--- config.mk ---
export PLATFORM = sky130hd
export DESIGN_NAME = fswp_back
export DESIGN_NICKNAME = d
export VERILOG_FILES = /design/src/sv/fswp_pkg.sv /design/src/sv/fswp_back.sv
export SDC_FILE = /design/constraint.sdc
export NUM_CORES = 1
export LEC_CHECK = 0
export BUFFER_PORTS_ARGS = -buffer_cell sky130_fd_sc_hd__buf_2
export CORE_ASPECT_RATIO = 1.2
export CORE_UTILIZATION = 30
export DETAILED_ROUTE_END_ITERATION = 7
export PLACE_DENSITY = 0.53
export SLEW_MARGIN = 20
export SYNTH_ARGS = -nofsm -noshare
export SYNTH_HDL_FRONTEND = slang
export SYNTH_SLANG_ARGS = --single-unit
--- constraint.sdc ---
create_clock -name clk -period 3.05 [get_ports clk]
set_input_delay 0.1525 -clock clk [delete_from_list [all_inputs] [get_ports clk]]
set_output_delay 0.1525 -clock clk [all_outputs]
set_load 0.01 [all_outputs]
--- src/sv/fswp_pkg.sv ---
// Shared types, constants and the arctangent table of the wrapped-phase pipeline.
`default_nettype none

package fswp_pkg;

  // Number of CORDIC iterations, one pipeline stage each.
  localparam int CORDIC_STEPS = 30;

  // Register stages ahead of the CORDIC: differences, shift search, normalising shift.
  localparam int FRONT_STAGES = 3;

  // Total register stages from input to the output register.
  localparam int STAGES = FRONT_STAGES + CORDIC_STEPS + 1;

  // The larger magnitude is normalised into [2^NORM_TOP, 2^(NORM_TOP+1)).
  localparam int NORM_TOP = 40;

  // Width of the CORDIC vector datapath; covers the gain and the sign.
  localparam int WORK_BITS = 45;

  // Width of the normalising shift amount.
  localparam int SHIFT_BITS = 6;

  // Angle accumulator width, in units of 2pi / 2^32, signed.
  localparam int ANGLE_BITS = 33;

  // Placed angles on the 2^32 turn.
  localparam logic [ANGLE_BITS-1:0] ANGLE_FULL = 33'h1_0000_0000;
  localparam logic [ANGLE_BITS-1:0] ANGLE_HALF = 33'h0_8000_0000;

  // Upper clamp of the first-quadrant angle (a quarter turn).
  localparam int QUAD_BITS = 31;
  localparam logic [QUAD_BITS-1:0] QUAD_MAX = 31'h4000_0000;

  typedef logic signed [WORK_BITS-1:0]  work_t;
  typedef logic signed [ANGLE_BITS-1:0] angle_t;
  typedef logic [SHIFT_BITS-1:0]        shift_t;

  // Quadrant and special-case flags that travel with each beat.
  typedef struct packed {
    logic x_zero;
    logic y_zero;
    logic x_neg;
    logic y_neg;
  } ctrl_t;

  // atan(2^-idx) in units of 2pi / 2^32.
  function automatic logic [31:0] arc_angle(input int idx);
    logic [31:0] value;
    unique case (idx)
      0:       value = 32'd536870912;
      1:       value = 32'd316933406;
      2:       value = 32'd167458907;
      3:       value = 32'd85004756;
      4:       value = 32'd42667331;
      5:       value = 32'd21354465;
      6:       value = 32'd10679838;
      7:       value = 32'd5340245;
      8:       value = 32'd2670163;
      9:       value = 32'd1335087;
      10:      value = 32'd667544;
      11:      value = 32'd333772;
      12:      value = 32'd166886;
      13:      value = 32'd83443;
      14:      value = 32'd41722;
      15:      value = 32'd20861;
      16:      value = 32'd10430;
      17:      value = 32'd5215;
      18:      value = 32'd2608;
      19:      value = 32'd1304;
      20:      value = 32'd652;
      21:      value = 32'd326;
      22:      value = 32'd163;
      23:      value = 32'd81;
      24:      value = 32'd41;
      25:      value = 32'd20;
      26:      value = 32'd10;
      27:      value = 32'd5;
      28:      value = 32'd3;
      29:      value = 32'd1;
      default: value = 32'd0;
    endcase
    return value;
  endfunction

endpackage

`default_nettype wire

--- src/sv/fswp_back.sv ---
// Final stage: angle clamp, quadrant placement, rounding and the output register.
`default_nettype none

module fswp_back #(
  parameter int PHASE_BITS = 16
) (
  input  wire logic             clk,
  input  wire logic             rst,
  input  wire logic             en,
  input  wire logic             valid_in,
  input  wire fswp_pkg::angle_t z_in,
  input  wire fswp_pkg::ctrl_t  ctrl_in,
  output logic                  valid,
  output logic [PHASE_BITS:0]   wrapped_phase
);

  localparam int DROP = 32 - PHASE_BITS;

  localparam logic [PHASE_BITS:0] FULL    = {1'b1, {PHASE_BITS{1'b0}}};
  localparam logic [PHASE_BITS:0] HALF    = FULL >> 1;
  localparam logic [PHASE_BITS:0] QUARTER = FULL >> 2;
  localparam logic [PHASE_BITS:0] THREE_Q = HALF + QUARTER;

  localparam logic [fswp_pkg::ANGLE_BITS:0] ROUND_HALF =
      (fswp_pkg::ANGLE_BITS + 1)'(1) << (DROP - 1);

  logic [fswp_pkg::QUAD_BITS-1:0]  quad;
  logic [fswp_pkg::ANGLE_BITS-1:0] placed;
  logic [fswp_pkg::ANGLE_BITS:0]   rounded;
  logic                            x_pos;
  logic                            y_pos;
  logic [PHASE_BITS:0]             phase_next;

  // Clamp the accumulated angle to a quarter turn.
  always_comb begin
    if (z_in[fswp_pkg::ANGLE_BITS-1]) begin
      quad = '0;
    end else if (z_in > fswp_pkg::angle_t'(fswp_pkg::QUAD_MAX)) begin
      quad = fswp_pkg::QUAD_MAX;
    end else begin
      quad = z_in[fswp_pkg::QUAD_BITS-1:0];
    end
  end

  // Place the angle in its quadrant, round half up, and handle the axes.
  always_comb begin
    x_pos = !ctrl_in.x_neg && !ctrl_in.x_zero;
    y_pos = !ctrl_in.y_neg && !ctrl_in.y_zero;
    if (y_pos) begin
      placed = x_pos ? fswp_pkg::ANGLE_BITS'(quad)
                     : fswp_pkg::ANGLE_HALF - fswp_pkg::ANGLE_BITS'(quad);
    end else begin
      placed = ctrl_in.x_neg ? fswp_pkg::ANGLE_HALF + fswp_pkg::ANGLE_BITS'(quad)
                             : fswp_pkg::ANGLE_FULL - fswp_pkg::ANGLE_BITS'(quad);
    end
    rounded = {1'b0, placed} + ROUND_HALF;
    if (ctrl_in.y_zero) begin
      phase_next = x_pos ? FULL : HALF;
    end else if (ctrl_in.x_zero) begin
      phase_next = y_pos ? QUARTER : THREE_Q;
    end else begin
      phase_next = rounded[32:DROP];
    end
  end

  always_ff @(posedge clk) begin
    if (rst) begin
      valid <= 1'b0;
    end else if (en) begin
      valid <= valid_in;
    end
  end

  always_ff @(posedge clk) begin
    if (en) begin
      wrapped_phase <= phase_next;
    end
  end

endmodule

`default_nettype wire

==> results.cfg, run 1 <==
[timing]
maxSlewViolCount = 0
relSlewSlack_pct = 72.9
finalHoldViolCount = 0
rsz0062_at_grt = false
fmax_mhz = 345
finalSetupViolations = 0
fin_crit_ps = 2890
worst_pin_slew_ps = 406
fin_skew_ps = 0
fin_crit_sh_pct = 94.9

[synthesis]
async_reset_ff_share_pct = 0
synth_top_family_by_area = simple AND/OR/NAND/NOR gates
synthesis.yosys.warnings = 0
synth_edf_count = 17
yosysSeqAreaShare_pct = 30.8
synthSimpleGateAreaFrac_pct = 32.5
synth_ff_type = edfxtp_1
synth.net_count = 250
synth_area_um2 = 1720
ys_ff_latch = 18
synthMuxAreaShare_pct = 1.81
avgSynthCellArea_um2 = 8.29
synthCells = 208
synthXorXnorAreaFrac_pct = 14.2
synth_compound_area_share_pct = 16.5
yosysUniqueCellTypes = 49
synthAdderAreaFrac_pct = 0.726

[pwr]
powerDensity_nw_per_um2 = 296
leakagePower_nw = 0.877
vdd_drop_max_uv = 85.2

[drt]
first_iter_violations = 64
antenna_left = 0
drt-total-wl_um = 4360
routedWlPerCell_um = 12.7
drt-pass1-iter-count = 8
vias = 1736
via_per_inst = 5.08
drc = 3

[grt]
grt_use_total_pct = 15.1
antenna_found_initial = 0
grt_pass1_vias = 1654
grt_overflow = 0
grt_pass1_wl_um = 7400
grt_max_degree = 19

[finish]
diodes = 0
nets = 323
final_cells = 342
drive_gt1_share_pct = 35.0
fin_util_pct = 41.8
synthToLayoutAreaGrowth_pct = 31.1

[critical_path]
crit_required_ps = 3130
critPathLaunchType = input pin
path_max_fanout = 4
crit_type = input pin to flop
worstPathArrival_ps = 2970
end_kind = flop

[clocking]
cts.htree.levels = 1
post_cts_buffers = 0
cts_tree = yes
cts_resized = 0
cts_root_buf = clkbuf_8
clkSinkCount = 18
clkTransAtPathRegs_ps = 60
cts_buffers = 3
cts_hold_buf = 0
cts_buffer_depth = 2
clk_latency_ps = 240

[floorplanning]
row_count = 29
core_area_um2 = 5410
die_h_um = 85.0
initial_utilization_pct = 31.9
dieArea_um2 = 6060
io_pins = 59
chipWidth_um = 71.2

[placed_design]
place_hpwl_um = 3680
dp.cells = 338
place_congestion = 0.843
io_buffer_count = 58

[worst_hold_path]
hold_class = input pin to flop

[job]
cap_violations = 0

[run_status]
failed_checks = DRC
status = complete, but fails checks
## cell usage in the layout, fill, tap and decap left out, drive strengths merged, types with 2 or more instances in the layout
| cell type | Yosys | routed |
|---|---|---|
| nand4 | 5 | 5 |
| nand3b | 2 | 2 |
| a31oi | 5 | 5 |
| nor4 | 6 | 6 |
| nand3 | 7 | 7 |
| a211oi | 3 | 3 |
| mux2i | 2 | 2 |
| a21oi | 9 | 9 |
| xnor2 | 17 | 17 |
| clkbuf | 10 | 4 |
| nor3 | 9 | 9 |
| or3 | 2 | 2 |
| nor2 | 42 | 42 |
| edfxtp | 17 | 17 |
| or4 | 6 | 6 |
| and4 | 3 | 3 |
| o211ai | 2 | 2 |
| xor2 | 11 | 11 |
| o21ai | 5 | 5 |
| inv | 3 | 3 |
| and2 | 2 | 2 |
| o31ai | 2 | 2 |
| buf | 1 | 79 |
| or2 | 2 | 2 |
| and4b | 2 | 2 |
| o41ai | 3 | 3 |
| nor2b | 3 | 3 |
| nand2 | 12 | 12 |
## report_power, final
part / switching [mW] / internal, mW
combinational: 0.110 / 0.0849
clock: 0.0703 / 0.114
sequential: 0.00300 / 0.286
total: 0.183 / 0.485
## worst max-delay path, stage by stage
cell and delay [ps]:
buf_2 100, or4_4 530, or4_4 510, o41ai_4 310, nand2_2 100, nor2_1 120, ha_2 190, and4b_4 230
and4_4 260, nand3_2 80, xor2_1 170, a221oi_2 210
## per-stage QoR
stage	power, mW	setup WS, ps	setup TNS, ps	hold WS, ps	instance area [µm²]
final	0.669	155	0	52.4	2260
after global routing	0.709	60.7	0	56.6	2260
after CTS	0.677	48.2	0	48.9	2260
after detailed placement	0.490	-206	-879	314	2210
after global placement	0.490	-166	-696	310	2210
after floorplan	0.407	-128	-311	225	1730
## final timing paths
kind / cells after the start / slack, ps / from / to
worst max-delay path: 12 / 160 / z_in[26] / wrapped_phase[15]
worst min-delay path: 2 / 50 / rst / valid
worst max register to register: 2 / 2470 / valid / valid
worst min register to register: 2 / 490 / valid / valid
## synthesized netlist by cell type, drive strengths merged (5+ instances only)
| master | count | area share [%] |
|---|---|---|
| nor2 | 42 | 9.1 |
| edfxtp | 17 | 30 |
| xnor2 | 17 | 8.6 |
| nand2 | 12 | 2.6 |
| xor2 | 11 | 5.6 |
| clkbuf | 10 | 2.2 |
| a21oi | 9 | 2.6 |
| nor3 | 9 | 2.9 |
| nand3 | 7 | 2.3 |
| nor4 | 6 | 2.2 |
| or4 | 6 | 3.0 |
| a31oi | 5 | 1.8 |
| nand4 | 5 | 1.8 |
| o21ai | 5 | 1.5 |
## cell families after synthesis
logic type	after synthesis
compound gates	38
flops	18
mux	3
simple gates	106
fa+ha+maj	1
buf+inv	14
xor+xnor	28
## sequential cells by signal (all words and copies together), names as in the netlist
| register | cells |
|---|---|
| valid | 1 |
| wrapped_phase | 17 |
## layout make-up
cell class,count,area [µm²]
clock buffer,4,55.1
fill,585,3150
inverter,3,11.3
multi-input combinational,176,1140
sequential,18,531
tap,62,77.6
timing repair buffer,79,448
## metal layers
layer | up-vias | GRT usage (%) | part of all wire [%]
met2 | 37 | 27.8 | 51
met3 | 2 | 0.831 | 2.8
li1 | 913 | - | -
met4 | 0 | 5.82 | 0.57
met5 | - | 0 | 0
met1 | 784 | 18.3 | 46
Power figures use the tool's default switching activity.
==> run 2: changes to the inputs <==
--- a/config.mk
+++ b/config.mk
@@ -10,6 +10,7 @@
 export CORE_UTILIZATION = 30
 export DETAILED_ROUTE_END_ITERATION = 7
 export PLACE_DENSITY = 0.53
+export REMOVE_ABC_BUFFERS = 1
 export SLEW_MARGIN = 20
 export SYNTH_ARGS = -nofsm -noshare
 export SYNTH_HDL_FRONTEND = slang
==> results.cfg, run 2 (synthesis gave the netlist of run 1 again) <==
[timing]
fin_skew_ps = 0
fin_crit_ps = 2900
maxSlewViolCount = 0
finalSetupViolations = 0
fin_crit_sh_pct = 95.0
relSlewSlack_pct = 71.4
hold-worst-slack_ps = 51.9
finalHoldViolCount = 0
worst_pin_slew_ps = 428
fin_ws_ps = 154
fmax_mhz = 345
rsz0062_at_grt = false

[finish]
layout_common_cells = 58 x buf_2, 42 x nor2_1, 25 x buf_4, 17 x xnor2_1, 17 x edfxtp_1
layout_commonest_cell = buf_2
diodes = 0
fill_cells = 554
regMostFlops = wrapped_phase
synthToLayoutAreaGrowth_pct = 32.6
multi_input_area_um2 = 1130
largest_reg_flops = 17
regArea_um2 = 531
nets = 327
drive_gt1_share_pct = 35.2
reg.largest.list = wrapped_phase x17, valid x1

[drt]
wl_met1_um = 2060
drc = 5
drt-pass1-iter-count = 6
vias = 1778
drt-total-wl_um = 4540
first_iter_violations = 109
dr_wl_met2_um = 2270
wl_met3_um = 136
antenna_left = 0
routedWlPerCell_um = 13.1
top_layer = met4
via_per_inst = 5.14

[pwr]
leakagePower_nw = 0.898
vdd_drop_max_uv = 112
powerDensity_nw_per_um2 = 296

[critical_path]
crit_required_ps = 3130
worstPathArrival_ps = 2980
r2r_slack_ps = 2480
critPathLaunchType = input pin
crit_type = input pin to flop
end_kind = flop
path_max_fanout = 4

[grt]
grt_max_degree = 19
grt_pass1_vias = 1700
grt_overflow = 0
grt_pass1_wl_um = 7670
grt_use_total_pct = 15.7
antenna_found_initial = 0

[clocking]
cts_resized = 0
cts.htree.levels = 1
cts_hold_buf = 0
cts_root_buf = clkbuf_8
clk_latency_ps = 250
cts_buffer_depth = 2
clkTransAtPathRegs_ps = 60
cts_tree = yes
post_cts_buffers = 0
clkSinkCount = 18
cts_buffers = 3

[run_status]
failed_checks = DRC
status = complete, but fails checks

[floorplanning]
die_h_um = 85.0
io_pins = 59
chipWidth_um = 71.2
core_area_um2 = 5410
row_count = 29
dieArea_um2 = 6060
initial_utilization_pct = 31.9

[placed_design]
io_buffer_count = 58
pre_cts_ws_ps = -94.8
place_hpwl_um = 3750
place_congestion = 0.890

[job]
cap_violations = 0

[worst_hold_path]
hold_class = input pin to flop
## run 2: cell count changes in the layout (fill, tap and decap cells not counted)
| cell | delta |
|---|---|
| buf_4 | +4 |
| ha_1 | +1 |
| ha_2 | -1 |
| nand2_1 | +1 |
| nand2_2 | -1 |
## run 2: final timing paths
kind | from | endpoint | cells after the start
min reg2reg | valid | valid | 2
max | z_in[23] | wrapped_phase[15] | 12
max reg2reg | valid | valid | 2
min | rst | valid | 2
## run 2: where the power goes
| group | leakage (nW) | internal, mW | switching (mW) |
|---|---|---|---|
| clock | 0.0288 | 0.115 | 0.0735 |
| combinational | 0.699 | 0.0871 | 0.112 |
| sequential | 0.170 | 0.286 | 0.00277 |
## run 2: final cells by class
cell class | instances | area share (%)
multi-input combinational | 176 | 49.6
sequential | 18 | 23.2
timing repair buffer | 83 | 20.9
tap | 62 | 3.39
clock buffer | 4 | 2.41
inverter | 3 | 0.493
## run 2: worst max-delay path, stage by stage
cell and delay, ps:
buf_2 110, or4_4 520, or4_4 460, o41ai_4 310, nand2_1 150, nor2_1 130
ha_1 170, and4b_4 240, and4_4 250, nand3_2 80, xor2_1 160, a221oi_2 240
## run 2: per-layer routing
layer / track usage [%] / up-vias
met4: 5.45 / 0
met5: 0 / -
met3: 1.31 / 7
li1: - / 926
met1: 18.7 / 800
met2: 29.3 / 45
## run 2: stage by stage
step | util (%) | TNS, ps | area, µm² | cells | power, mW
after global routing | 42.3 | 0 | 2290 | 346 | 0.716
after floorplan | - | -150 | 1680 | 197 | 0.395
after global placement | 41.3 | -62.2 | 2230 | 342 | 0.494
after CTS | 42.3 | 0 | 2290 | 346 | 0.683
final | 42.3 | 0 | 2290 | 346 | 0.676
after detailed placement | 41.3 | -152 | 2230 | 342 | 0.494
==> run 3: changes to the inputs <==
--- a/config.mk
+++ b/config.mk
@@ -6,10 +6,12 @@
 export NUM_CORES = 1
 export LEC_CHECK = 0
 export BUFFER_PORTS_ARGS = -buffer_cell sky130_fd_sc_hd__buf_2
+export CELL_PAD_IN_SITES_DETAIL_PLACEMENT = 1
+export CELL_PAD_IN_SITES_GLOBAL_PLACEMENT = 1
 export CORE_ASPECT_RATIO = 1.2
 export CORE_UTILIZATION = 30
 export DETAILED_ROUTE_END_ITERATION = 7
-export PLACE_DENSITY = 0.53
+export PLACE_DENSITY = 0.7
 export REMOVE_ABC_BUFFERS = 1
 export SLEW_MARGIN = 20
 export SYNTH_ARGS = -nofsm -noshare
==> results.cfg, run 3 (synthesis gave the netlist of run 1 again) <==
[run_status]
status = complete, but fails checks
failed_checks = DRC

[critical_path]
crit_start = z_in[23]
path_max_fanout = 4
worstPathArrival_ps = 2930
r2r-end = valid
crit_slowest_cell = or4_4
cp_common_cell = or4_4
end_kind = flop
worst_r2r_path_depth = 2
path_cells = buf_2 -> or4_4 -> or4_4 -> o41ai_4 -> nand2_1 -> nor2_1 -> ha_1 -> and4b_4 -> and4_4 -> nand3_2 -> xor2_1 -> a221oi_2
critPathLaunchType = input pin
crit_type = input pin to flop
cp-endpoint = wrapped_phase[15]
r2r_slack_ps = 2470
max_stage_delay_ps = 520
crit_required_ps = 3130
reg2reg_from = valid

[timing]
fmax_mhz = 351
rsz0062_at_grt = false
relSlewSlack_pct = 66.2
fin_crit_sh_pct = 93.4
hold-worst-slack_ps = 56.9
finalHoldViolCount = 0
fin_tns_setup_ps = 0
fin_crit_ps = 2850
worst_pin_slew_ps = 505
finalSetupViolations = 0
fin_skew_ps = 0
maxSlewViolCount = 0

[worst_hold_path]
hold_class = input pin to flop

[floorplanning]
initial_utilization_pct = 31.9
row_count = 29
die_h_um = 85.0
dieArea_um2 = 6060
chipWidth_um = 71.2
core_area_um2 = 5410
io_pins = 59

[pwr]
vdd_drop_max_uv = 146
power_mw = 0.656
leakagePower_nw = 0.889
powerDensity_nw_per_um2 = 289

[placed_design]
io_buffer_count = 58
place_hpwl_um = 4220
dp.cells = 341
place_congestion = 0.827

[clocking]
cts_root_buf = clkbuf_8
cts_tree = yes
cts_resized = 0
post_cts_buffers = 0
cts.htree.levels = 1
clkTransAtPathRegs_ps = 60
cts_buffers = 3
cts_hold_buf = 0
cts_buffer_depth = 2
clkSinkCount = 18
clk_latency_ps = 240

[finish]
final_cells = 345
multi_input_area_um2 = 1130
fin_util_pct = 42.0
regMostFlops = wrapped_phase
fill_cells = 678
synthToLayoutAreaGrowth_pct = 31.6
reg.largest.list = wrapped_phase x17, valid x1
largest_reg_flops = 17
drive_gt1_share_pct = 34.6
layout_common_cells = 58 x buf_2, 42 x nor2_1, 24 x buf_4, 17 x xnor2_1, 17 x edfxtp_1
nets = 326
regArea_um2 = 531
layout_commonest_cell = buf_2
diodes = 0

[drt]
antenna_left = 0
drc = 8
drt-pass1-iter-count = 6
drt-total-wl_um = 5060
vias = 1828
via_per_inst = 5.30
first_iter_violations = 91
routedWlPerCell_um = 14.7

[job]
cap_violations = 0

[grt]
grt_max_degree = 19
antenna_found_initial = 0
grt_overflow = 0
grt_pass1_vias = 1829
grt_pass1_wl_um = 8640
grt_use_total_pct = 17.8
[run 3: cell types whose count changed in the layout (fill, tap and decap cells not counted)]
| cell | previous run | this run |
|---|---|---|
| buf_4 | 25 | 24 |
| clkbuf_1 | 0 | 1 |
| clkbuf_8 | 4 | 3 |
[run 3: layout make-up]
type	count	area share, %
Tap cell	62	3.42
Clock buffer	4	1.99
Multi-Input combinational cell	176	50.0
Timing Repair Buffer	82	20.7
Sequential cell	18	23.4
Inverter	3	0.496
[run 3: stage by stage]
step	instance area [µm²]	setup slack, ps
CTS	2270	131
finish	2270	201
detailed placement	2220	-124
global placement	2220	-68.8
global route	2270	69.0
floorplan	1680	-91.1
[run 3: worst min-delay path by stage]
stage                     startpoint  endpoint  slack (ps)  cells past startpoint
after floorplan                  rst     valid         220                      1
after global placement           rst     valid         310                      2
after detailed placement         rst     valid         320                      2
after CTS                        rst     valid          50                      2
after global routing             rst     valid          60                      2
final                            rst     valid          60                      2
[run 3: critical path: cells and delay by family]
| kind | cells | cell delay, ps |
|---|---|---|
| adder cells (fa/ha/maj) | 1 | 180 |
| AND/OR/NAND/NOR | 7 | 1840 |
| AO/OA/AOI/OAI | 2 | 490 |
| XOR/XNOR | 1 | 170 |
| buffers and inverters | 1 | 100 |
[run 3: routing by layer]
metal	global-route usage [%]	part of all wire, %	vias to the layer above
met5	0	0	-
met4	4.36	0	0
met3	1.19	3.4	0
met2	32.6	53	42
met1	22.4	44	862
li1	-	-	924
[run 3: report_power, final]
| group | internal, mW | switching [mW] | total (mW) |
|---|---|---|---|
| logic | 0.0853 | 0.115 | 0.201 |
| clock network | 0.0925 | 0.0731 | 0.166 |
| registers | 0.286 | 0.00314 | 0.289 |
