===== config.mk =====
export PLATFORM = sky130hd
export DESIGN_NAME = fswp_cordic_stage
export DESIGN_NICKNAME = d
export VERILOG_FILES = /design/src/sv/fswp_pkg.sv /design/src/sv/fswp_cordic_stage.sv
export SDC_FILE = /design/constraint.sdc
export NUM_CORES = 1
export LEC_CHECK = 0
export BUFFER_PORTS_ARGS = -buffer_cell sky130_fd_sc_hd__buf_2
export CAP_MARGIN = 25
export CORE_AREA = 4 4 154 156
export DETAILED_ROUTE_END_ITERATION = 16
export DIE_AREA = 0 0 158 160
export PLACE_DENSITY = 0.78
export REMOVE_ABC_BUFFERS = 1
export SLEW_MARGIN = 25
export SYNTH_ARGS = -nofsm -noshare
export SYNTH_HDL_FRONTEND = slang
export SYNTH_SLANG_ARGS = --single-unit

===== constraint.sdc =====
create_clock -name clk -period 5.4 [get_ports clk]
set_input_delay 1.08 -clock clk [delete_from_list [all_inputs] [get_ports clk]]
set_output_delay 1.08 -clock clk [all_outputs]
set_load 0.005 [all_outputs]

===== src/sv/fswp_pkg.sv =====
// Shared types, constants and the arctangent table of the wrapped-phase pipeline.
`default_nettype none

package fswp_pkg;

  // Number of CORDIC iterations, one pipeline stage each.
  localparam int CORDIC_STEPS = 30;

  // Register stages ahead of the CORDIC: differences, shift search, normalising shift.
  localparam int FRONT_STAGES = 3;

  // Total register stages from input to the output register.
  localparam int STAGES = FRONT_STAGES + CORDIC_STEPS + 1;

  // The larger magnitude is normalised into [2^NORM_TOP, 2^(NORM_TOP+1)).
  localparam int NORM_TOP = 40;

  // Width of the CORDIC vector datapath; covers the gain and the sign.
  localparam int WORK_BITS = 45;

  // Width of the normalising shift amount.
  localparam int SHIFT_BITS = 6;

  // Angle accumulator width, in units of 2pi / 2^32, signed.
  localparam int ANGLE_BITS = 33;

  // Placed angles on the 2^32 turn.
  localparam logic [ANGLE_BITS-1:0] ANGLE_FULL = 33'h1_0000_0000;
  localparam logic [ANGLE_BITS-1:0] ANGLE_HALF = 33'h0_8000_0000;

  // Upper clamp of the first-quadrant angle (a quarter turn).
  localparam int QUAD_BITS = 31;
  localparam logic [QUAD_BITS-1:0] QUAD_MAX = 31'h4000_0000;

  typedef logic signed [WORK_BITS-1:0]  work_t;
  typedef logic signed [ANGLE_BITS-1:0] angle_t;
  typedef logic [SHIFT_BITS-1:0]        shift_t;

  // Quadrant and special-case flags that travel with each beat.
  typedef struct packed {
    logic x_zero;
    logic y_zero;
    logic x_neg;
    logic y_neg;
  } ctrl_t;

  // atan(2^-idx) in units of 2pi / 2^32.
  function automatic logic [31:0] arc_angle(input int idx);
    logic [31:0] value;
    unique case (idx)
      0:       value = 32'd536870912;
      1:       value = 32'd316933406;
      2:       value = 32'd167458907;
      3:       value = 32'd85004756;
      4:       value = 32'd42667331;
      5:       value = 32'd21354465;
      6:       value = 32'd10679838;
      7:       value = 32'd5340245;
      8:       value = 32'd2670163;
      9:       value = 32'd1335087;
      10:      value = 32'd667544;
      11:      value = 32'd333772;
      12:      value = 32'd166886;
      13:      value = 32'd83443;
      14:      value = 32'd41722;
      15:      value = 32'd20861;
      16:      value = 32'd10430;
      17:      value = 32'd5215;
      18:      value = 32'd2608;
      19:      value = 32'd1304;
      20:      value = 32'd652;
      21:      value = 32'd326;
      22:      value = 32'd163;
      23:      value = 32'd81;
      24:      value = 32'd41;
      25:      value = 32'd20;
      26:      value = 32'd10;
      27:      value = 32'd5;
      28:      value = 32'd3;
      29:      value = 32'd1;
      default: value = 32'd0;
    endcase
    return value;
  endfunction

endpackage

`default_nettype wire


===== src/sv/fswp_cordic_stage.sv =====
// One vectoring-mode CORDIC iteration with its pipeline register.
`default_nettype none

module fswp_cordic_stage #(
  parameter int STEP = 0
) (
  input  wire logic             clk,
  input  wire logic             rst,
  input  wire logic             en,
  input  wire logic             valid_in,
  input  wire fswp_pkg::work_t  x_in,
  input  wire fswp_pkg::work_t  y_in,
  input  wire fswp_pkg::angle_t z_in,
  input  wire fswp_pkg::ctrl_t  ctrl_in,
  output logic                  valid,
  output fswp_pkg::work_t       x,
  output fswp_pkg::work_t       y,
  output fswp_pkg::angle_t      z,
  output fswp_pkg::ctrl_t       ctrl
);

  localparam fswp_pkg::angle_t ARC = fswp_pkg::angle_t'({1'b0, fswp_pkg::arc_angle(STEP)});

  fswp_pkg::work_t  x_shr;
  fswp_pkg::work_t  y_shr;
  fswp_pkg::work_t  x_next;
  fswp_pkg::work_t  y_next;
  fswp_pkg::angle_t z_next;

  // Rotate towards the x axis; the sign of y picks the direction.
  always_comb begin
    x_shr = x_in >>> STEP;
    y_shr = y_in >>> STEP;
    if (!y_in[fswp_pkg::WORK_BITS-1]) begin
      x_next = x_in + y_shr;
      y_next = y_in - x_shr;
      z_next = z_in + ARC;
    end else begin
      x_next = x_in - y_shr;
      y_next = y_in + x_shr;
      z_next = z_in - ARC;
    end
  end

  always_ff @(posedge clk) begin
    if (rst) begin
      valid <= 1'b0;
    end else if (en) begin
      valid <= valid_in;
    end
  end

  always_ff @(posedge clk) begin
    if (en) begin
      x    <= x_next;
      y    <= y_next;
      z    <= z_next;
      ctrl <= ctrl_in;
    end
  end

endmodule

`default_nettype wire


==> flow_summary.toml, run 1 <==
[synth]
yosys.cell_types.count = 82
syn_area_per_cell_um2 = 8.60
ys_ff_latch = 127
syn_area_mm2 = 0.0121
synth-seq-area-share_pct = 31.4
async_reset_ff_share_pct = 0
ys.flop_type = "edfxtp_1"
synth_edf_count = 126
yosys_warnings = 0
synth_cells = 1406

[finish]
utilization_pct = 63.0
drive_gt1_share_pct = 20.0
n_antenna_cell = 0
final_cell_mix = "256 x buf_2, 194 x a21oi_1, 135 x inv_1, 134 x ha_1, 126 x edfxtp_1"
final_common_cell = "buf_2"
finalNetCount = 1900
area_growth_pct = 16.5

[setup_path]
cp.arrival_ps = 4290
crit_path_start_kind = "primary input"
cp_num_buf_inv = 3
critPathRequiredTime_ps = 5570
cp_max_fo = 11
crit_chain = "buf_2 -> inv_1 -> ha_1 -> inv_1 -> nor3_1 -> o31ai_1 -> a211oi_1 -> o311ai_0 -> a21oi_1 -> a31oi_1 -> a31oi_1 -> xnor2_1"
crit_path_top_delay_cell = "nor3_1"
endpoint_kind = "flip-flop"
slowest_delay_ps = 500
critPathTopFamily = "compound AO/OA/AOI/OAI gates"
critical_path_class = "primary input to flip-flop"

[drt]
drcViolationCount = 0
drtAntennaViolNets = 0
drt-pass1-iter-count = 5
vias = 11990
first_iter_violations = 1336
post_drt_wl_per_cell_um = 21.8
drt-vias-per-instance = 6.22
wirelength_um = 42000

[cts]
cts_made_buffers = 17
cts_tree = "built"
cts_sinks = 127
clock_path_buffers = 2
htreeDepth = 4
clkTransAtPathRegs_ps = 60
hold_buffers = 0
cts_resized = 0
clk_latency_ps = 430
clockRootBuffer = "clkbuf_16"
cts_setup_buffers = 0

[grt]
grt_max_degree = 84
grt_util_met2_pct = 50.1
grt_busiest_layer = "met2"
antenna_found_initial = 1
grt_pass1_vias = 11336
overflow = 0
use_met3_pct = 5.39
grtUsageMet1_pct = 44.1
grt_pass1_wl_um = 63300
grt_util_all_layers_pct = 31.8

[run]
cap_viol_max_count = 0

[power_and_ir_drop]
power_per_cell_area_mw_per_mm2 = 273
vdd_drop_max_mv = 0.195
power.total_mw = 3.85
power.static_leakage_nw = 6.22

[placement]
numPortBuffers = 258
gp_congestion = 0.987
dp_hpwl_um = 33000

[floorplan]
dieArea_mm2 = 0.0253
start_util_pct = 54.1
rows = 55
die_w_um = 158
core-area_mm2 = 0.0224
die_h_um = 160
num_io_pins = 259

[timing]
finalClockSkew_ps = 0
tightest_slew_ps = 952
rsz0062_at_grt = "false"
hold_viol = 0
setup_violations = 0
drv_slew = 0
min_period_ps = 4110
min_period_over_period_pct = 76.2
fmax_ghz = 0.243
tns_ps = 0
slew-limit-headroom_pct = 36.5

[worst_hold_path]
hold_path.class = "flip-flop to flip-flop"

[run_status]
status = "finished, final reports clean"
[per-stage QoR]
step | setup slack, ps | std cells | instance area (µm²) | hold WS [ps]
after CTS | 1420 | 1929 | 14100 | 500
after global routing | 1060 | 1929 | 14100 | 541
after global placement | 990 | 1897 | 13500 | 470
final | 1290 | 1929 | 14100 | 497
after floorplan | 1770 | 1345 | 11800 | 485
after detailed placement | 1010 | 1897 | 13500 | 486
[layout make-up]
type,count,area (µm²)
Fill cell,1999,8270
Inverter,143,539
Tap cell,285,357
Clock inverter,14,158
Sequential cell,127,3800
Clock buffer,18,429
Multi-Input combinational cell,1075,7440
Timing Repair Buffer,267,1360
[flip-flops by register name, summed over array words and instances (netlist names)]
name,flops
ctrl,4
y,44
x,45
valid,1
z,33
[synthesized netlist by cell type (6+ instances only)]
master	n	area share (%)
o21ai_1	10	0.41
o211ai_1	12	0.74
or3_1	8	0.41
mux2i_1	22	1.8
buf_2	20	0.83
nand2b_1	18	0.93
o21bai_1	31	1.9
o31ai_1	17	1.1
o21a_1	11	0.68
edfxtp_1	126	31
nor3_1	28	1.2
o22ai_1	6	0.31
nor2b_1	7	0.36
o221ai_1	7	0.51
a211oi_1	14	0.87
a21oi_1	194	8.0
ha_1	134	14
inv_1	135	4.2
nand3_1	26	1.1
xor2_1	6	0.43
nor2_1	100	3.1
a31oi_1	6	0.31
nand2_1	82	2.5
nand4_1	17	0.88
o21ai_0	98	4.1
nor4_1	16	0.83
clkbuf_1	24	0.74
xnor2_1	83	6.0
buf_4	8	0.50
a21o_1	22	1.4
[per-layer routing]
layer  vias up  share of wire [%]
met5         -                  0
met4         0                3.3
met3       100                8.7
met2       643                 45
met1      5704                 43
li1       5543                  -
[power breakdown]
part | switching [mW] | internal [mW] | leakage, nW | total, mW
registers | 0.0414 | 1.28 | 1.24 | 1.32
clock network | 0.509 | 0.691 | 0.291 | 1.20
logic | 0.834 | 0.497 | 4.68 | 1.33
total | 1.38 | 2.47 | 6.22 | 3.85
[final timing paths]
check	cells after the start	slack, ps	from	endpoint
setup / recovery	12	1290	x_in[9]	y[42]$_DFFE_PP_
hold / removal	2	500	valid$_SDFFE_PP0P_	valid$_SDFFE_PP0P_
setup reg to reg	2	4820	valid$_SDFFE_PP0P_	valid$_SDFFE_PP0P_
hold reg to reg	2	500	valid$_SDFFE_PP0P_	valid$_SDFFE_PP0P_
[kinds of logic after synthesis]
logic type | synth area share, %
fa+ha+maj | 14.5
mux | 1.91
simple gates | 12.7
buf+inv | 7.00
xor+xnor | 6.44
compound gates | 25.9
flops | 31.4
[worst min-delay path, cell delays in order, from the launching register on]
cell and delay [ps]:
dfxtp_1 320, mux2i_1 60, nor2_1 80
No activity file was read; power rests on OpenSTA's default activity.
==> run 2: changes to the inputs <==
==> constraint.sdc (replaced) <==
create_clock -name clk -period 3.9 [get_ports clk]
set_input_delay 0.78 -clock clk [delete_from_list [all_inputs] [get_ports clk]]
set_output_delay 0.78 -clock clk [all_outputs]
set_load 0.005 [all_outputs]
==> run 2 against run 1 <==
Net effect:
- sequential cell count did not move
- hold slack lost 1.1 ps
- die area unchanged
- utilization up 4.7 points
- clock skew unchanged
- highest routed layer is now met5
==> flow_summary.toml, run 2 (same netlist as run 1, synthesis figures left out) <==
[finish]
final_common_cell = "buf_2"
reg_top3 = "x (45), y (44), z (33)"
largest_register = "x"
fillerInstances = 1872
area_growth_pct = 25.1
largest_reg_flops = 45
final_cell_mix = "256 x buf_2, 194 x a21oi_1, 140 x buf_4, 135 x inv_1, 134 x ha_1"
finish.instance_area_mm2 = 0.0151
finalNetCount = 2030
multi_input_area_mm2 = 0.00744
n_antenna_cell = 0
seq_area_mm2 = 0.00380
drive_gt1_share_pct = 26.0

[timing]
drv_slew = 0
setup_violations = 0
finalClockSkew_ps = 0
whs_ps = 496
min_period_over_period_pct = 93.8
min_period_ps = 3660
rsz0062_at_grt = "false"
slew-limit-headroom_pct = 44.4
tightest_slew_ps = 833
hold_viol = 0
fmax_ghz = 0.273
setup_ws_ps = 242

[drt]
first_iter_violations = 1290
drtAntennaViolNets = 0
vias = 12524
drt-vias-per-instance = 6.08
drcViolationCount = 0
wirelength_um = 44000
drt-pass1-iter-count = 5
post_drt_wl_per_cell_um = 21.4

[run]
cap_viol_max_count = 0

[grt]
grt_pass1_wl_um = 66700
grt_pass1_vias = 12199
overflow = 0
grt_util_all_layers_pct = 33.7
grt_max_degree = 59
antenna_found_initial = 1

[setup_path]
slowest_delay_ps = 570
cp.arrival_ps = 3840
critPathRequiredTime_ps = 4090
cp_num_buf_inv = 2
cp_max_fo = 15
crit_top_cell = "nand3_1"
crit_cells = 12
endpoint_kind = "flip-flop"
critical_path_class = "primary input to flip-flop"
crit_path_top_delay_cell = "nor4_2"
crit_path_start_kind = "primary input"
r2r_cells = 2
crit_chain = "buf_2 -> inv_1 -> ha_1 -> nor4_2 -> nand3_1 -> a31oi_1 -> o31ai_2 -> nand3_1 -> a21oi_2 -> or3_1 -> o211ai_1 -> xnor2_1"
critPathTopFamily = "simple AND/OR/NAND/NOR gates"

[cts]
cts_tree = "built"
clock_path_buffers = 2
cts_resized = 0
htreeDepth = 4
cts_made_buffers = 17
cts_setup_buffers = 0
hold_buffers = 0
cts_sinks = 127
clkTransAtPathRegs_ps = 60
clk_latency_ps = 430
clockRootBuffer = "clkbuf_16"

[worst_hold_path]
min_path_cells = 2
hold_path.class = "primary input to flip-flop"

[floorplan]
die_h_um = 160
dieArea_mm2 = 0.0253
rows = 55
num_io_pins = 259
start_util_pct = 54.1
die_w_um = 158
core-area_mm2 = 0.0224

[placement]
numPortBuffers = 258
place_area_mm2 = 0.0145
preCtsSetupSlack_ps = -67.6
dp_hpwl_um = 35300
gp_congestion = 1.01

[power_and_ir_drop]
power_per_cell_area_mw_per_mm2 = 375
vdd_drop_max_mv = 0.313
power.static_leakage_nw = 6.87
power.total_mw = 5.67

[run_status]
status = "finished, final reports clean"
-- run 2: cell types whose count changed in the layout (fill, tap and decap cells not counted), sizes merged --
cell and delta:
buf +130, bufinv +2, clkinv -4, clkinvlp +2
-- run 2: path summary, 6_finish.rpt --
path	from	endpoint	slack [ps]
max	x_in[15]	x[38]$_DFFE_PP_	240
min	rst	valid$_SDFFE_PP0P_	500
max reg2reg	valid$_SDFFE_PP0P_	valid$_SDFFE_PP0P_	3310
min reg2reg	valid$_SDFFE_PP0P_	valid$_SDFFE_PP0P_	510
-- run 2: layer usage --
metal / wire length (µm) / vias to the layer above / GRT usage [%]
li1: - / 5797 / -
met1: 17700 / 5809 / 44.6
met2: 19900 / 788 / 53.4
met3: 4720 / 128 / 7.83
met4: 1610 / 2 / 12.8
met5: 13 / - / 0
-- run 2: layout make-up --
| class | count | share of cell area [%] |
|---|---|---|
| Multi-Input combinational cell | 1075 | 49.2 |
| Tap cell | 285 | 2.36 |
| Clock buffer | 18 | 2.90 |
| Inverter | 143 | 3.56 |
| Sequential cell | 127 | 25.1 |
| Timing Repair Buffer | 397 | 15.5 |
| Clock inverter | 14 | 1.33 |
-- run 2: report_power, final --
part	switching, mW	leakage (nW)	total, mW	internal (mW)
logic	1.21	5.32	2.04	0.830
registers	0.0607	1.24	1.83	1.77
clock network	0.705	0.309	1.80	1.10
-- run 2: through the flow --
| stage | utilization, % | std cells | TNS (ps) |
|---|---|---|---|
| 5_1_grt | 67.7 | 2059 | 0 |
| 2_1_floorplan | - | 1345 | 0 |
| 4_1_cts | 67.7 | 2059 | 0 |
| 6_report | 67.7 | 2059 | 0 |
| 3_3_place_gp | 64.8 | 2027 | -184 |
| 3_5_place_dp | 64.8 | 2027 | -171 |
==> run 3: changes to the inputs <==
--- a/config.mk
+++ b/config.mk
@@ -10,9 +10,8 @@
 export CORE_AREA = 4 4 154 156
 export DETAILED_ROUTE_END_ITERATION = 16
 export DIE_AREA = 0 0 158 160
-export PLACE_DENSITY = 0.78
+export PLACE_DENSITY = 0.79
 export REMOVE_ABC_BUFFERS = 1
-export SLEW_MARGIN = 25
 export SYNTH_ARGS = -nofsm -noshare
 export SYNTH_HDL_FRONTEND = slang
 export SYNTH_SLANG_ARGS = --single-unit
==> run 3 against run 2 <==
Net effect:
- sequential share of layout area is 0.098 points higher
- setup slack worse by 4.2 ps
- via count is 1.8% lower
- die area stayed put
- critical path depth stayed put
- wire length is 1.3% lower
==> flow_summary.toml, run 3 (same netlist as run 1, synthesis figures left out) <==
[grt]
grt_max_degree = 64
grt_util_all_layers_pct = 33.5
antenna_found_initial = 0
grt_pass1_vias = 12100
grt_pass1_wl_um = 67100
overflow = 0

[finish]
largest_register = "x"
reg_top3 = "x (45), y (44), z (33)"
n_antenna_cell = 0
final_common_cell = "buf_2"
drive_gt1_share_pct = 25.6
area_growth_pct = 24.7
utilization_pct = 67.4
largest_reg_flops = 45
final_cell_mix = "256 x buf_2, 194 x a21oi_1, 135 x inv_1, 134 x ha_1, 130 x buf_4"
finalNetCount = 2023

[floorplan]
core-area_mm2 = 0.0224
rows = 55
num_io_pins = 259
dieArea_mm2 = 0.0253
start_util_pct = 54.1
die_h_um = 160
die_w_um = 158

[timing]
hold_viol = 0
min_period_ps = 3660
rsz0062_at_grt = "false"
tightest_slew_ps = 688
min_period_over_period_pct = 93.9
fmax_ghz = 0.273
whs_ps = 492
drv_slew = 0
finalClockSkew_ps = 0
slew-limit-headroom_pct = 54.1
setup_violations = 0

[power_and_ir_drop]
vdd_drop_max_mv = 0.291
power.static_leakage_nw = 6.83
power_per_cell_area_mw_per_mm2 = 368

[run_status]
status = "finished, final reports clean"

[cts]
clockRootBuffer = "clkbuf_16"
cts_setup_buffers = 0
clk_latency_ps = 430
cts_tree = "built"
htreeDepth = 4
cts_sinks = 127
clkTransAtPathRegs_ps = 60
cts_made_buffers = 17
hold_buffers = 0
clock_path_buffers = 2

[drt]
drt-vias-per-instance = 5.99
vias = 12294
wirelength_um = 43500
first_iter_violations = 1209
drcViolationCount = 0
post_drt_wl_per_cell_um = 21.2
drtAntennaViolNets = 0
drt-pass1-iter-count = 6

[setup_path]
crit_top_cell = "a21oi_1"
slowest_delay_ps = 580
r2r_slack_ps = 3310
crit_path_top_delay_cell = "o31ai_1"
timing.rr.start = "valid$_SDFFE_PP0P_"
r2r_cells = 2
crit_path_start_kind = "primary input"
critical_path_class = "primary input to flip-flop"
crit_chain = "buf_2 -> inv_1 -> ha_1 -> a21o_1 -> and2_1 -> o31ai_1 -> a211oi_1 -> o311ai_1 -> a21oi_1 -> o41ai_1 -> a21oi_1 -> xnor2_1"
critPathRequiredTime_ps = 4050
cp_num_buf_inv = 2
critPathTopFamily = "compound AO/OA/AOI/OAI gates"
cp_max_fo = 8
endpoint_kind = "flip-flop"
r2r-end = "valid$_SDFFE_PP0P_"
cp.arrival_ps = 3820

[placement]
gp_congestion = 1.00
dp_hpwl_um = 35100
numPortBuffers = 258

[worst_hold_path]
hold_start = "valid$_SDFFE_PP0P_"
min_path_cells = 2
hold_path.class = "flip-flop to flip-flop"
holdPathEnd = "valid$_SDFFE_PP0P_"

[run]
cap_viol_max_count = 0
==> run 3: changes by cell type in the layout (fill, tap and decap cells not counted), sizes merged <==
cell / change
clkinv: +4
buf: -7
clkbuf: +1
inv: -4
bufinv: -1
==> run 3: cell type report <==
| cell class | instances | area (µm²) |
|---|---|---|
| clock inverter | 13 | 164 |
| clock buffer | 19 | 433 |
| sequential | 127 | 3800 |
| inverter | 143 | 539 |
| multi-input combinational | 1075 | 7440 |
| fill | 1901 | 7290 |
| tap | 285 | 357 |
| timing repair buffer | 390 | 2340 |
==> run 3: worst max-delay path by stage <==
| stage | end | cells past startpoint | from |
|---|---|---|---|
| 6_report | y[38]$_DFFE_PP_ | 12 | x_in[4] |
| 5_1_grt | y[38]$_DFFE_PP_ | 12 | x_in[4] |
| 4_1_cts | y[38]$_DFFE_PP_ | 12 | x_in[4] |
| 3_5_place_dp | y[38]$_DFFE_PP_ | 12 | x_in[4] |
| 3_3_place_gp | y[38]$_DFFE_PP_ | 12 | x_in[4] |
| 2_1_floorplan | x[44]$_DFFE_PP_ | 11 | x_in[13] |
==> run 3: what timing repair did <==
item,CTS,global route
hold endpoints to repair,0,0
resized for setup,0,1
setup endpoints to repair,0,3
==> run 3: metal layers <==
layer  part of all wire [%]  global-route usage [%]  vias to the layer above
met4                    2.7                    9.42                        0
met3                    8.1                    4.82                       88
met2                     47                    55.6                      638
met1                     42                    45.5                     5778
li1                       -                       -                     5790
met5                      0                       0                        -
==> run 3: stage by stage <==
step	worst slack, ps	instances	power, mW	instance area [µm²]	TNS [ps]
after global routing	73.7	2052	5.80	15100	0
after global placement	-132	2020	3.82	14500	-210
final	237	2052	5.55	15100	0
after floorplan	571	1345	2.90	11800	0
after CTS	255	2052	5.53	15100	0
after detailed placement	-152	2020	3.84	14500	-270
==> run 3: worst min-delay path: stages, from the launching register on <==
cell	delay [ps]
dfxtp_1	320
mux2i_1	70
nor2_1	70
==> run 3: where the power goes <==
part	leakage, nW	internal (mW)	switching (mW)	total [mW]
Combinational	5.30	0.833	1.21	2.04
Sequential	1.24	1.77	0.0561	1.82
Clock	0.288	1.01	0.672	1.68
Total	6.83	3.61	1.94	5.55
